`config.mk`:
```
export PLATFORM = sky130hd
export DESIGN_NAME = sync_header_frame_receiver
export DESIGN_NICKNAME = d
export VERILOG_FILES = /design/src/rtl/shfr_pkg.sv /design/src/rtl/shfr_ram.sv /design/src/rtl/shfr_front.sv /design/src/rtl/shfr_cmd_queue.sv /design/src/rtl/shfr_back.sv /design/src/rtl/sync_header_frame_receiver.sv
export SDC_FILE = /design/constraint.sdc
export NUM_CORES = 1
export LEC_CHECK = 0
export BUFFER_PORTS_ARGS = -buffer_cell sky130_fd_sc_hd__buf_4
export CAP_MARGIN = 5
export CORE_MARGIN = 4
export CORE_UTILIZATION = 50
export DETAILED_ROUTE_END_ITERATION = 16
export PLACE_DENSITY = 0.77
export SLEW_MARGIN = 20
export SYNTH_ARGS = -nofsm -noshare
export SYNTH_HDL_FRONTEND = slang
export SYNTH_HIERARCHICAL = 1
export SYNTH_SLANG_ARGS = --single-unit
```
`constraint.sdc`:
```
create_clock -name i_clk -period 7.2 [get_ports i_clk]
set_input_delay 0.72 -clock i_clk [delete_from_list [all_inputs] [get_ports i_clk]]
set_output_delay 0.72 -clock i_clk [all_outputs]
set_load 0.03 [all_outputs]
```
`src/rtl/shfr_pkg.sv`:
```
// Package for the sync-header frame receiver: sizes, status codes, FSM states
// and the structs passed between the front, the command queue and the back end.
// No dependencies.
package shfr_pkg;

    localparam int FRAME_BYTES  = 50;
    localparam int PAYLOAD_MAX  = FRAME_BYTES - 4;
    localparam int SYNC_LEN     = 4;
    localparam int SYNC_CNT_W   = $clog2(SYNC_LEN);
    localparam int POS_W        = $clog2(PAYLOAD_MAX + 1);
    localparam int RAM_AW       = $clog2(PAYLOAD_MAX);
    localparam int BYTE_INDEX_W = 6;
    localparam int CMD_DEPTH    = 2;
    localparam int OUT_DEPTH    = 2;
    localparam int ADDR_W       = 3;
    localparam int REG_SYNC_BYTE = 0;
    localparam logic [7:0] SYNC_RESET = 8'hFC;

    typedef enum logic [1:0] {
        ST_PAYLOAD = 2'd0,
        ST_EMPTY   = 2'd1,
        ST_BAD_SUM = 2'd2,
        ST_BAD_LEN = 2'd3
    } t_status;

    typedef enum logic [2:0] {
        FS_HUNT,
        FS_KIND,
        FS_LEN,
        FS_BODY,
        FS_CHK_HI
    } t_front_state;

    typedef enum logic [1:0] {
        BS_IDLE,
        BS_SINGLE,
        BS_DRAIN
    } t_back_state;

    typedef struct packed {
        t_status    status;
        logic [7:0] kind;
        logic [7:0] length;
    } t_cmd;

    typedef struct packed {
        logic              we;
        logic [RAM_AW-1:0] addr;
        logic [7:0]        data;
    } t_ram_wr;

    typedef struct packed {
        t_status                  status;
        logic [7:0]               data;
        logic [7:0]               kind;
        logic [7:0]               length;
        logic [BYTE_INDEX_W-1:0]  index;
        logic                     last;
    } t_result;

endpackage

```
`src/rtl/shfr_ram.sv`:
```
// Generic single-write, single-read RAM with registered read data.
// No dependencies.
module shfr_ram #(
    parameter int WIDTH = 8,
    parameter int DEPTH = 46
) (
    input  logic                     i_clk,
    input  logic                     i_we,
    input  logic [$clog2(DEPTH)-1:0] i_waddr,
    input  logic [WIDTH-1:0]         i_wdata,
    input  logic                     i_re,
    input  logic [$clog2(DEPTH)-1:0] i_raddr,
    output logic [WIDTH-1:0]         o_rdata
);

    logic [WIDTH-1:0] r_mem [DEPTH];
    logic [WIDTH-1:0] r_rdata;

    always_ff @(posedge i_clk) begin
        if (i_we) begin
            r_mem[i_waddr] <= i_wdata;
        end
        if (i_re) begin
            r_rdata <= r_mem[i_raddr];
        end
    end

    assign o_rdata = r_rdata;

endmodule

```
`src/rtl/shfr_front.sv`:
```
// Front end: hunts for the sync header, parses type and length, stores the
// payload, sums it and checks the checksum. Issues one command per frame end.
// Depends on shfr_pkg.
module shfr_front (
    input  logic             i_clk,
    input  logic             i_rst_n,
    input  logic [7:0]       i_sync_byte,
    input  logic             i_push,
    input  logic [7:0]       i_rx_byte,
    output logic             o_full,
    input  logic             i_cmd_full,
    input  logic             i_drain_busy,
    output logic             o_cmd_push,
    output shfr_pkg::t_cmd   o_cmd,
    output shfr_pkg::t_ram_wr o_ram_wr
);

    shfr_pkg::t_front_state            r_state, n_state;
    logic [shfr_pkg::SYNC_CNT_W-1:0]   r_sync_cnt;
    logic [shfr_pkg::POS_W-1:0]        r_pos;
    logic [7:0]                        r_kind;
    logic [7:0]                        r_length;
    logic [15:0]                       r_sum;
    logic [7:0]                        r_check_low;

    logic w_take_payload;
    logic w_accept;
    logic w_sync_hit;
    logic w_len_bad;

    assign w_take_payload = (r_state == shfr_pkg::FS_BODY) && (8'(r_pos) < r_length);
    assign o_full         = i_cmd_full || (w_take_payload && i_drain_busy);
    assign w_accept       = i_push && !o_full;
    assign w_sync_hit     = (i_rx_byte == i_sync_byte);
    assign w_len_bad      = (i_rx_byte > 8'(shfr_pkg::PAYLOAD_MAX));

    always_comb begin
        n_state = r_state;
        case (r_state)
            shfr_pkg::FS_HUNT: begin
                if (w_accept && w_sync_hit &&
                    r_sync_cnt == shfr_pkg::SYNC_CNT_W'(shfr_pkg::SYNC_LEN - 1)) begin
                    n_state = shfr_pkg::FS_KIND;
                end
            end
            shfr_pkg::FS_KIND: begin
                if (w_accept) begin
                    n_state = shfr_pkg::FS_LEN;
                end
            end
            shfr_pkg::FS_LEN: begin
                if (w_accept) begin
                    n_state = w_len_bad ? shfr_pkg::FS_HUNT : shfr_pkg::FS_BODY;
                end
            end
            shfr_pkg::FS_BODY: begin
                if (w_accept && !w_take_payload) begin
                    n_state = shfr_pkg::FS_CHK_HI;
                end
            end
            shfr_pkg::FS_CHK_HI: begin
                if (w_accept) begin
                    n_state = shfr_pkg::FS_HUNT;
                end
            end
            default: begin
                n_state = shfr_pkg::FS_HUNT;
            end
        endcase
    end

    always_comb begin
        o_cmd_push    = 1'b0;
        o_cmd.status  = shfr_pkg::ST_PAYLOAD;
        o_cmd.kind    = r_kind;
        o_cmd.length  = r_length;
        o_ram_wr.we   = 1'b0;
        o_ram_wr.addr = r_pos[shfr_pkg::RAM_AW-1:0];
        o_ram_wr.data = i_rx_byte;
        case (r_state)
            shfr_pkg::FS_LEN: begin
                o_cmd_push   = w_accept && w_len_bad;
                o_cmd.status = shfr_pkg::ST_BAD_LEN;
                o_cmd.length = i_rx_byte;
            end
            shfr_pkg::FS_BODY: begin
                o_ram_wr.we = w_accept && w_take_payload;
            end
            shfr_pkg::FS_CHK_HI: begin
                o_cmd_push = w_accept;
                if ({i_rx_byte, r_check_low} != r_sum) begin
                    o_cmd.status = shfr_pkg::ST_BAD_SUM;
                end else if (r_length == 8'd0) begin
                    o_cmd.status = shfr_pkg::ST_EMPTY;
                end else begin
                    o_cmd.status = shfr_pkg::ST_PAYLOAD;
                end
            end
            default: begin
                o_cmd_push = 1'b0;
            end
        endcase
    end

    always_ff @(posedge i_clk) begin
        if (!i_rst_n) begin
            r_state     <= shfr_pkg::FS_HUNT;
            r_sync_cnt  <= '0;
            r_pos       <= '0;
            r_kind      <= '0;
            r_length    <= '0;
            r_sum       <= '0;
            r_check_low <= '0;
        end else begin
            r_state <= n_state;
            if (w_accept) begin
                case (r_state)
                    shfr_pkg::FS_HUNT: begin
                        r_sync_cnt <= w_sync_hit ? r_sync_cnt + 1'b1 : '0;
                    end
                    shfr_pkg::FS_KIND: begin
                        r_kind <= i_rx_byte;
                    end
                    shfr_pkg::FS_LEN: begin
                        r_length <= i_rx_byte;
                        r_pos    <= '0;
                        r_sum    <= '0;
                    end
                    shfr_pkg::FS_BODY: begin
                        if (w_take_payload) begin
                            r_pos <= r_pos + 1'b1;
                            r_sum <= r_sum + 16'(i_rx_byte);
                        end else begin
                            r_check_low <= i_rx_byte;
                        end
                    end
                    shfr_pkg::FS_CHK_HI: begin
                        r_pos       <= '0;
                        r_sum       <= '0;
                        r_check_low <= '0;
                    end
                    default: begin
                        r_sync_cnt <= '0;
                    end
                endcase
            end
        end
    end

endmodule

```
`src/rtl/shfr_cmd_queue.sv`:
```
// Short command queue between the front end and the back end.
// Depends on shfr_pkg.
module shfr_cmd_queue (
    input  logic           i_clk,
    input  logic           i_rst_n,
    input  logic           i_push,
    input  shfr_pkg::t_cmd i_cmd,
    output logic           o_full,
    input  logic           i_pop,
    output shfr_pkg::t_cmd o_cmd,
    output logic           o_empty
);

    localparam int PTR_W = (shfr_pkg::CMD_DEPTH > 1) ? $clog2(shfr_pkg::CMD_DEPTH) : 1;
    localparam int CNT_W = $clog2(shfr_pkg::CMD_DEPTH + 1);

    shfr_pkg::t_cmd   r_mem [shfr_pkg::CMD_DEPTH];
    logic [PTR_W-1:0] r_wptr, r_rptr;
    logic [CNT_W-1:0] r_count;
    logic             w_do_push, w_do_pop;

    assign o_full    = (r_count == CNT_W'(shfr_pkg::CMD_DEPTH));
    assign o_empty   = (r_count == '0);
    assign w_do_push = i_push && !o_full;
    assign w_do_pop  = i_pop && !o_empty;
    assign o_cmd     = r_mem[r_rptr];

    always_ff @(posedge i_clk) begin
        if (w_do_push) begin
            r_mem[r_wptr] <= i_cmd;
        end
    end

    always_ff @(posedge i_clk) begin
        if (!i_rst_n) begin
            r_wptr  <= '0;
            r_rptr  <= '0;
            r_count <= '0;
        end else begin
            if (w_do_push) begin
                r_wptr <= (r_wptr == PTR_W'(shfr_pkg::CMD_DEPTH - 1)) ? '0 : r_wptr + 1'b1;
            end
            if (w_do_pop) begin
                r_rptr <= (r_rptr == PTR_W'(shfr_pkg::CMD_DEPTH - 1)) ? '0 : r_rptr + 1'b1;
            end
            case ({w_do_push, w_do_pop})
                2'b10:   r_count <= r_count + 1'b1;
                2'b01:   r_count <= r_count - 1'b1;
                default: r_count <= r_count;
            endcase
        end
    end

endmodule

```
`src/rtl/shfr_back.sv`:
```
// Back end: takes frame commands, drains stored payload bytes from the RAM or
// emits a single status result, through a small output queue.
// Depends on shfr_pkg.
module shfr_back (
    input  logic                      i_clk,
    input  logic                      i_rst_n,
    input  logic                      i_cmd_empty,
    input  shfr_pkg::t_cmd            i_cmd,
    output logic                      o_cmd_pop,
    output logic                      o_busy,
    output logic                      o_ram_re,
    output logic [shfr_pkg::RAM_AW-1:0] o_ram_raddr,
    input  logic [7:0]                i_ram_rdata,
    output logic                      o_empty,
    input  logic                      i_pop,
    output shfr_pkg::t_result         o_result
);

    localparam int PTR_W = (shfr_pkg::OUT_DEPTH > 1) ? $clog2(shfr_pkg::OUT_DEPTH) : 1;
    localparam int CNT_W = $clog2(shfr_pkg::OUT_DEPTH + 1);

    shfr_pkg::t_back_state      r_state, n_state;
    shfr_pkg::t_cmd             r_cmd;
    logic [shfr_pkg::POS_W-1:0] r_idx;
    logic                       r_rd_valid;
    shfr_pkg::t_result          r_rd_meta;
    shfr_pkg::t_result          r_out [shfr_pkg::OUT_DEPTH];
    logic [PTR_W-1:0]           r_wptr, r_rptr;
    logic [CNT_W-1:0]           r_count;

    logic              w_room;
    logic              w_is_last;
    logic              w_single_push;
    logic              w_out_push;
    logic              w_out_pop;
    shfr_pkg::t_result w_out_data;
    shfr_pkg::t_result w_single;

    assign w_room    = ({1'b0, r_count} + (CNT_W + 1)'(r_rd_valid)) <
                       (CNT_W + 1)'(shfr_pkg::OUT_DEPTH);
    assign w_is_last = (8'(r_idx) == r_cmd.length - 8'd1);

    always_comb begin
        n_state = r_state;
        case (r_state)
            shfr_pkg::BS_IDLE: begin
                if (!i_cmd_empty) begin
                    n_state = (i_cmd.status == shfr_pkg::ST_PAYLOAD) ?
                              shfr_pkg::BS_DRAIN : shfr_pkg::BS_SINGLE;
                end
            end
            shfr_pkg::BS_SINGLE: begin
                if (w_room && !r_rd_valid) begin
                    n_state = shfr_pkg::BS_IDLE;
                end
            end
            shfr_pkg::BS_DRAIN: begin
                if (w_room && w_is_last) begin
                    n_state = shfr_pkg::BS_IDLE;
                end
            end
            default: begin
                n_state = shfr_pkg::BS_IDLE;
            end
        endcase
    end

    always_comb begin
        o_cmd_pop     = 1'b0;
        o_ram_re      = 1'b0;
        w_single_push = 1'b0;
        case (r_state)
            shfr_pkg::BS_IDLE:   o_cmd_pop     = !i_cmd_empty;
            shfr_pkg::BS_SINGLE: w_single_push = w_room && !r_rd_valid;
            shfr_pkg::BS_DRAIN:  o_ram_re      = w_room;
            default:             o_cmd_pop     = 1'b0;
        endcase
    end

    assign o_busy      = (r_state != shfr_pkg::BS_IDLE);
    assign o_ram_raddr = r_idx[shfr_pkg::RAM_AW-1:0];

    always_comb begin
        w_single.status = r_cmd.status;
        w_single.data   = '0;
        w_single.kind   = r_cmd.kind;
        w_single.length = r_cmd.length;
        w_single.index  = '0;
        w_single.last   = 1'b1;
        w_out_data      = r_rd_meta;
        if (r_rd_valid) begin
            w_out_data.data = i_ram_rdata;
        end else begin
            w_out_data = w_single;
        end
    end

    assign w_out_push = r_rd_valid || w_single_push;
    assign w_out_pop  = i_pop && !o_empty;
    assign o_empty    = (r_count == '0);
    assign o_result   = r_out[r_rptr];

    always_ff @(posedge i_clk) begin
        if (o_cmd_pop) begin
            r_cmd <= i_cmd;
        end
        r_rd_meta.status <= shfr_pkg::ST_PAYLOAD;
        r_rd_meta.data   <= '0;
        r_rd_meta.kind   <= r_cmd.kind;
        r_rd_meta.length <= r_cmd.length;
        r_rd_meta.index  <= shfr_pkg::BYTE_INDEX_W'(r_idx);
        r_rd_meta.last   <= w_is_last;
        if (w_out_push) begin
            r_out[r_wptr] <= w_out_data;
        end
    end

    always_ff @(posedge i_clk) begin
        if (!i_rst_n) begin
            r_state    <= shfr_pkg::BS_IDLE;
            r_idx      <= '0;
            r_rd_valid <= 1'b0;
            r_wptr     <= '0;
            r_rptr     <= '0;
            r_count    <= '0;
        end else begin
            r_state    <= n_state;
            r_rd_valid <= o_ram_re;
            if (o_cmd_pop) begin
                r_idx <= '0;
            end else if (o_ram_re) begin
                r_idx <= r_idx + 1'b1;
            end
            if (w_out_push) begin
                r_wptr <= (r_wptr == PTR_W'(shfr_pkg::OUT_DEPTH - 1)) ? '0 : r_wptr + 1'b1;
            end
            if (w_out_pop) begin
                r_rptr <= (r_rptr == PTR_W'(shfr_pkg::OUT_DEPTH - 1)) ? '0 : r_rptr + 1'b1;
            end
            case ({w_out_push, w_out_pop})
                2'b10:   r_count <= r_count + 1'b1;
                2'b01:   r_count <= r_count - 1'b1;
                default: r_count <= r_count;
            endcase
        end
    end

endmodule

```
`src/rtl/sync_header_frame_receiver.sv`:
```
// Top level of the sync-header frame receiver: configuration register, front
// end, command queue, payload RAM and back end.
// Depends on shfr_pkg, shfr_front, shfr_cmd_queue, shfr_ram, shfr_back.
//
// Usage:
//   Input: one received byte per transfer on i_rx_byte (push/full). The front
//   takes a byte every cycle full is low, as it hunts, parses, stores payload.
//   Results: a queue interface (empty/pop). A good frame yields its payload
//   bytes in order with o_last on the final one; an empty frame, a checksum
//   mismatch or an oversized length yields one result with o_last set.
//   Path: a status result goes through the command queue and the back end's
//   command register to the output queue; a payload byte also goes through
//   the registered RAM read. Reads overlap while the 2-entry output queue has
//   room. Stall: full rises while a payload byte comes in as the back end is
//   busy or a command waits, or while the 2-entry command queue is full.
//   Results wait in the output queue while pop is low; nothing is dropped.
//   Configuration: sync_byte at byte address 0, written over the APB port by
//   the user only while idle, which the block does not enforce; reads return
//   it. Reset sets it to 0xFC, restarts hunting and empties both queues. The
//   payload RAM is not cleared.
module sync_header_frame_receiver (
    input  logic                        i_clk,
    input  logic                        i_rst_n,
    input  logic                        psel,
    input  logic                        penable,
    input  logic                        pwrite,
    input  logic [shfr_pkg::ADDR_W-1:0] paddr,
    input  logic [31:0]                 pwdata,
    output logic [31:0]                 prdata,
    output logic                        pready,
    input  logic                        push,
    output logic                        full,
    input  logic [7:0]                  i_rx_byte,
    output logic                        empty,
    input  logic                        pop,
    output logic [1:0]                  o_status,
    output logic [7:0]                  o_data,
    output logic [7:0]                  o_frame_kind,
    output logic [7:0]                  o_frame_length,
    output logic [5:0]                  o_byte_index,
    output logic                        o_last
);

    logic [7:0]                  r_sync_byte;
    logic                        w_cfg_wr;
    logic                        w_sel_sync;
    logic                        w_cmd_push, w_cmd_pop, w_cmd_full, w_cmd_empty;
    shfr_pkg::t_cmd              w_cmd_in, w_cmd_out;
    shfr_pkg::t_ram_wr           w_ram_wr;
    logic                        w_ram_re;
    logic [shfr_pkg::RAM_AW-1:0] w_ram_raddr;
    logic [7:0]                  w_ram_rdata;
    logic                        w_back_busy;
    shfr_pkg::t_result           w_result;

    assign pready     = 1'b1;
    assign w_sel_sync = (paddr[shfr_pkg::ADDR_W-1:2] ==
                         (shfr_pkg::ADDR_W - 2)'(shfr_pkg::REG_SYNC_BYTE));
    assign w_cfg_wr   = psel && penable && pwrite && pready && w_sel_sync;
    assign prdata     = w_sel_sync ? {24'd0, r_sync_byte} : 32'd0;

    always_ff @(posedge i_clk) begin
        if (!i_rst_n) begin
            r_sync_byte <= shfr_pkg::SYNC_RESET;
        end else if (w_cfg_wr) begin
            r_sync_byte <= pwdata[7:0];
        end
    end

    shfr_front u_front (
        .i_clk        (i_clk),
        .i_rst_n      (i_rst_n),
        .i_sync_byte  (r_sync_byte),
        .i_push       (push),
        .i_rx_byte    (i_rx_byte),
        .o_full       (full),
        .i_cmd_full   (w_cmd_full),
        .i_drain_busy (w_back_busy || !w_cmd_empty),
        .o_cmd_push   (w_cmd_push),
        .o_cmd        (w_cmd_in),
        .o_ram_wr     (w_ram_wr)
    );

    shfr_cmd_queue u_cmd_queue (
        .i_clk   (i_clk),
        .i_rst_n (i_rst_n),
        .i_push  (w_cmd_push),
        .i_cmd   (w_cmd_in),
        .o_full  (w_cmd_full),
        .i_pop   (w_cmd_pop),
        .o_cmd   (w_cmd_out),
        .o_empty (w_cmd_empty)
    );

    shfr_ram #(
        .WIDTH (8),
        .DEPTH (shfr_pkg::PAYLOAD_MAX)
    ) u_payload_ram (
        .i_clk   (i_clk),
        .i_we    (w_ram_wr.we),
        .i_waddr (w_ram_wr.addr),
        .i_wdata (w_ram_wr.data),
        .i_re    (w_ram_re),
        .i_raddr (w_ram_raddr),
        .o_rdata (w_ram_rdata)
    );

    shfr_back u_back (
        .i_clk       (i_clk),
        .i_rst_n     (i_rst_n),
        .i_cmd_empty (w_cmd_empty),
        .i_cmd       (w_cmd_out),
        .o_cmd_pop   (w_cmd_pop),
        .o_busy      (w_back_busy),
        .o_ram_re    (w_ram_re),
        .o_ram_raddr (w_ram_raddr),
        .i_ram_rdata (w_ram_rdata),
        .o_empty     (empty),
        .i_pop       (pop),
        .o_result    (w_result)
    );

    assign o_status       = w_result.status;
    assign o_data         = w_result.data;
    assign o_frame_kind   = w_result.kind;
    assign o_frame_length = w_result.length;
    assign o_byte_index   = w_result.index;
    assign o_last         = w_result.last;

endmodule

```
; Yosys cells after proc, flatten, opt, wreduce, memory -nomap -nowiden
; Memories as Yosys holds them, arrays and structs flattened. A register that Yosys moved wholly into a read port is not among the register bits.
; Cells that the tools add are included.
[word_totals]
register_bits = 117
ram_bits = 470
in_bits = 50
output_inout_bits = 68
wordCells = 166
mem_count = 3
[mem_list]
columns = memory, depth, width, rd, rd_clocked_by_memory_dff, write_ports, line_no
row1 = u_payload_ram.r_mem, 46, 8, 1, 1, 1, shfr_ram.sv:16  ; logic [WIDTH-1:0] r_mem [DEPTH];
row2 = u_back.r_out, 2, 33, 1, 1, 1, shfr_back.sv:27  ; shfr_pkg::t_result r_out [shfr_pkg::OUT_DEPTH];
row3 = u_cmd_queue.r_mem, 2, 18, 1, 1, 1, shfr_cmd_queue.sv:17  ; shfr_pkg::t_cmd r_mem [shfr_pkg::CMD_DEPTH];
[classes]
addsub = 14
n_lt_le_gt_ge = 3
eq_ne = 25
muxes = 49
bitwise_logic = 3
reduce_logical = 45
[ops]
columns = op, count
row1 = two-way mux 8 bit, 4
row2 = one-hot mux 16 bit (2 select lines), 1
row3 = two-way mux 23 bit, 1
row4 = two-way mux 1 bit, 19
row5 = adder 16 x 8 -> 16 bit, 1
row6 = logical AND 1 bit, 16
row7 = two-way mux 16 bit, 1
row8 = two-way mux 2 bit, 8
row9 = != test 16 bit, 1
row10 = one-hot mux 2 bit (2 select lines), 4
row11 = one-hot mux 8 bit (2 select lines), 1
row12 = two-way mux 3 bit, 5
row13 = one-hot mux 3 bit (5 select lines), 1
row14 = "!= test 2 x 1 -> 1 bit, second input constant", 7
row15 = "adder 6 x 1 -> 6 bit, second input constant", 2
row16 = one-hot mux 6 bit (2 select lines), 1
row17 = "== test 2 bit, second input constant", 5
row18 = nonzero test 2 bit, 5
row19 = AND reduction 3 bit, 3
row20 = == test 6 x 8 -> 1 bit, 1
row21 = == test 8 bit, 1
row22 = "greater-than comparator 8 x 6 -> 1 bit, second input constant", 1
row23 = logical NOT 2 bit, 4
row24 = logical NOT 8 bit, 1
row25 = other kinds (23), 45

; Depth between registers and ports, before layout
[depth]
ltp_word = 12
mapped_depth = 12
ltp_nobuf = 12

; Hierarchy
; Netlist, hierarchy kept.
[modules_own_cells]
columns = mod, instances, cells_each, area_each_um2, seq_area_each_um2
row1 = shfr_ram, 1, 774, 14918.1, 11290.8
row2 = shfr_back, 1, 293, 4599.4, 3263.1
row3 = shfr_front, 1, 390, 3402.0, 1021.0
row4 = shfr_cmd_queue, 1, 82, 1530.2, 1181.1
row5 = sync_header_frame_receiver, 1, 71, 626.9, 160.2

; Worst setup path after synthesis
; No wires, ideal clock.
[synth_timing]
kind = register to register
start = register u_front/r_pos[5] in the netlist's numbering
end = memory u_payload_ram.r_mem[64][0], in the netlist u_payload_ram/r_mem[16][0], enable pin
setup_time_ps = 383
arrival_ps = 3286
required_time_ps = 6817
path_slack_ps = 3531
stages_incl_launch_ff = 10
n_path_buf = 1
period_less_slack_ps = 3669
path_cell_list = dfxtp_1 ha_1 a2111oi_2 o21a_2 o21ai_1 clkbuf_1 nor2_1 nor2b_1 or3b_2 nor3_1
[synth_rtl]
columns = element, line_no
row1 = start: declaration, shfr_front.sv:20  ; logic [shfr_pkg::POS_W-1:0] r_pos;
row2 = start signal: assignment, shfr_front.sv:131  ; r_pos <= r_pos + 1'b1;
row3 = end: declaration, shfr_ram.sv:16

==> flow_metrics.py <==
metrics = {
    "outcome": {
        "status": "complete, no violations",
    },
    "cts": {
        "cts.repair.resized": 0,
        "cts_tree": "built",
        "insertion_delay_ns": 0.61,
        "cts_buffers": 57,
        "hold_buffers": 0,
        "clockBufferDepth": 3,
        "path_clk_slew_ns": 0.06,
        "clockRootBuffer": "clkbuf_16",
        "clkSinkCount": 597,
        "h-tree-depth": 2,
        "postCtsSetupBuffers": 0,
    },
    "global_route": {
        "grt_pass1_vias": 13800,
        "antenna_found_initial": 0,
        "grt_usage": 0.188,
        "grt_pass1_wl_um": 78300,
        "overflow": 0,
        "grt_start_max_net_pins": 83,
    },
    "sta": {
        "finalSetupTns_ns": 0,
        "worst_pin_slew_ns": 1.15,
        "maxSlewHeadroom": 0.225,
        "clock.fmax_ghz": 0.230,
        "rsz0062_at_grt": "no",
        "setup_violations": 0,
        "hold_viol": 0,
        "min_period_over_period": 0.604,
        "fin_crit_ns": 4.35,
        "whs_ns": 0.372,
        "drv_slew": 0,
        "skew_ns": 0.0159,
    },
    "detailed_routing": {
        "vias": 13800,
        "firstDrtPassIters": 5,
        "drtAntennaViolNets": 0,
        "wl_um": 51300,
        "dr.first_iter.drc_count": 1298,
        "drc": 0,
        "viasPerCell": 5.83,
        "avgRoutedWirePerCell_um": 21.6,
    },
    "floorplanning": {
        "num_io_pins": 118,
        "start_util": 0.509,
        "coreArea_sq_mm": 0.0493,
        "num_rows": 81,
        "die_area_sq_mm": 0.0538,
        "die_w_um": 232,
        "dieHeight_um": 232,
    },
    "final_layout": {
        "syn2layout_area_growth_pct": 10.3,
        "nNetsFinal": 1729,
        "nFillCells": 3781,
        "layout-drive-gt1-share": 0.186,
        "stdcell_count": 2371,
        "diodes": 0,
    },
    "setup_path": {
        "endpoint_kind": "register",
        "path_buf_inv": 1,
        "worst_path_largest_cell_delay_ns": 0.86,
        "crit_slowest_cell": "nor3_1",
        "crit_family": "simple AND/OR/NAND/NOR gates",
        "cp_max_fo": 15,
        "rr_worst_depth": 9,
        "critical_path.startpoint_type": "register",
        "cp_cell_sequence": "nand2b_2, inv_2, nand2b_1, nor3_2, o21ai_2, nor2_1, nor2b_1, or3b_2, nor3_1",
        "worstPathArrival_ns": 4.57,
        "critPathRequiredTime_ns": 7.43,
        "worstSetupPathType": "reg -> reg",
        "path_depth": 9,
    },
    "yosys": {
        "yosys-top-cells-area": "edfxtp_1 59%, dfxtp_1 8.1%, mux2i_1 6.5%, mux2_2 3.6%, mux4_2 2.1%",
        "synthDominantCellAreaShare": 0.594,
        "synth_fa_ha_area_frac": 0.0103,
        "synth_common_cells": "496 x edfxtp_1, 163 x mux2i_1, 101 x dfxtp_1",
        "synthFlopType": "edfxtp_1",
        "synth.most_common_cell": "edfxtp_1",
        "synth_top_area_cell": "edfxtp_1",
        "ys_seq_area_frac": 0.675,
        "ys_ff_latch": 597,
        "async_reset_ff_frac": 0,
        "synth_xor_area_frac": 0.0160,
        "yosys.area_share.simple": 0.0726,
        "synth_compound_area_frac": 0.0614,
        "synth_top_family_by_area": "multiplexers",
        "syn_avg_cell_area_sq_um": 15.6,
        "synth-edff-count": 496,
        "syn-instance-count": 1610,
        "syn_area_sq_mm": 0.0251,
        "muxShareOfSynthArea": 0.132,
        "ys_types": 91,
        "ys_warn_count": 6,
    },
    "hold_path": {
        "holdPathStages": 3,
        "hp-class": "in -> reg",
    },
    "power_and_ir_drop": {
        "power.leakage_nw": 8.98,
        "cellPowerDensity_mw_per_mm2": 243,
        "ir_drop_v": 0.000169,
    },
    "placed_design": {
        "dp_hpwl_um": 31600,
        "place.gp.congestion": 0.908,
        "portBuffers": 66,
        "dp.cells": 2264,
    },
    "run": {
        "cap_violations": 0,
    },
}
-- registers in the layout (all words and copies together) (netlist names), 6 cells and up, named ones only --
| signal | flops |
|---|---|
| u_payload_ram/o_rdata | 8 |
| u_front/r_kind | 8 |
| u_back/r_cmd | 18 |
| u_front/r_pos | 6 |
| u_back/r_rd_meta | 23 |
| u_front/r_sum | 16 |
| u_back/r_out | 66 |
| u_front/r_length | 8 |
| u_cmd_queue/r_mem | 36 |
| r_sync_byte | 8 |
| u_payload_ram/r_mem | 368 |
| u_front/r_check_low | 8 |
| u_back/o_ram_raddr | 6 |
-- worst min-delay path, stage by stage --
cell and delay, ns:
buf_4 0.08, nor2b_1 0.03, mux2i_1 0.11
-- worst paths after layout --
check                                             from  slack (ns)                         end
worst max-delay path            u_cmd_queue/r_count[0]        2.85  u_payload_ram/r_mem[16][2]
worst min-delay path                         pwdata[4]        0.37              r_sync_byte[4]
worst max register to register  u_cmd_queue/r_count[0]        2.85  u_payload_ram/r_mem[16][2]
worst min register to register        u_back/r_cmd[10]        0.38        u_back/r_rd_meta[17]
-- per-stage QoR --
stage                     area (sq um)  setup slack (ns)  utilization  power, mW
final                            27700              2.85        0.562       6.73
after global routing             27700              2.65        0.562       6.94
after CTS                        27700              2.67        0.561       6.77
after detailed placement         25800              2.65        0.525       3.92
after global placement           25800              2.74        0.525       3.91
after floorplan                  25200              3.53            -       3.88
-- power breakdown --
group | total (mW) | switching [mW] | internal, mW
Sequential | 3.72 | 0.000943 | 3.72
Clock | 2.88 | 1.24 | 1.65
Combinational | 0.120 | 0.0922 | 0.0277
Total | 6.73 | 1.33 | 5.40
-- cell families after synthesis --
kind of cell	count (synthesis)
compound gates	199
flops	597
simple gates	341
other cells	2
buf+inv	129
fa+ha+maj	20
xor+xnor	45
mux	277
-- layout by cell type, fill, tap and decap left out, types with 9 or more instances in the layout --
| cell type | count |
|---|---|
| xnor2_1 | 28 |
| a22oi_1 | 32 |
| buf_4 | 78 |
| a221oi_1 | 16 |
| o21ai_0 | 17 |
| clkbuf_16 | 57 |
| dfxtp_1 | 100 |
| conb_1 | 25 |
| mux2i_1 | 163 |
| nand4_1 | 10 |
| nand2b_1 | 12 |
| mux4_1 | 9 |
| mux2_2 | 81 |
| edfxtp_1 | 496 |
| and2_1 | 23 |
| ha_1 | 19 |
| nand3_1 | 24 |
| xor2_1 | 16 |
| inv_1 | 17 |
| mux4_2 | 23 |
| a21oi_1 | 35 |
| nor2_1 | 75 |
| a22o_1 | 17 |
| clkbuf_1 | 18 |
| clkinv_1 | 9 |
| nor2b_1 | 33 |
| nor3_1 | 12 |
| nand2_1 | 81 |
| o22ai_1 | 10 |
-- per-layer routing --
layer,track usage,share of wire,up-vias
met5,0,0,-
met4,0.0562,0.025,0
met3,0.0412,0.071,95
met2,0.316,0.50,485
met1,0.246,0.41,7008
li1,-,-,6230
-- final cells by class --
cell class / instances / area [sq um] / area share
Timing Repair Buffer: 78 / 586 / 0.0212
Tap cell: 664 / 831 / 0.0300
Clock buffer: 79 / 1550 / 0.0560
Multi-Input combinational cell: 907 / 7450 / 0.270
Sequential cell: 597 / 16900 / 0.612
Clock inverter: 28 / 253 / 0.00914
Inverter: 18 / 67.6 / 0.00244
No activity file was read; power rests on OpenSTA's default activity.
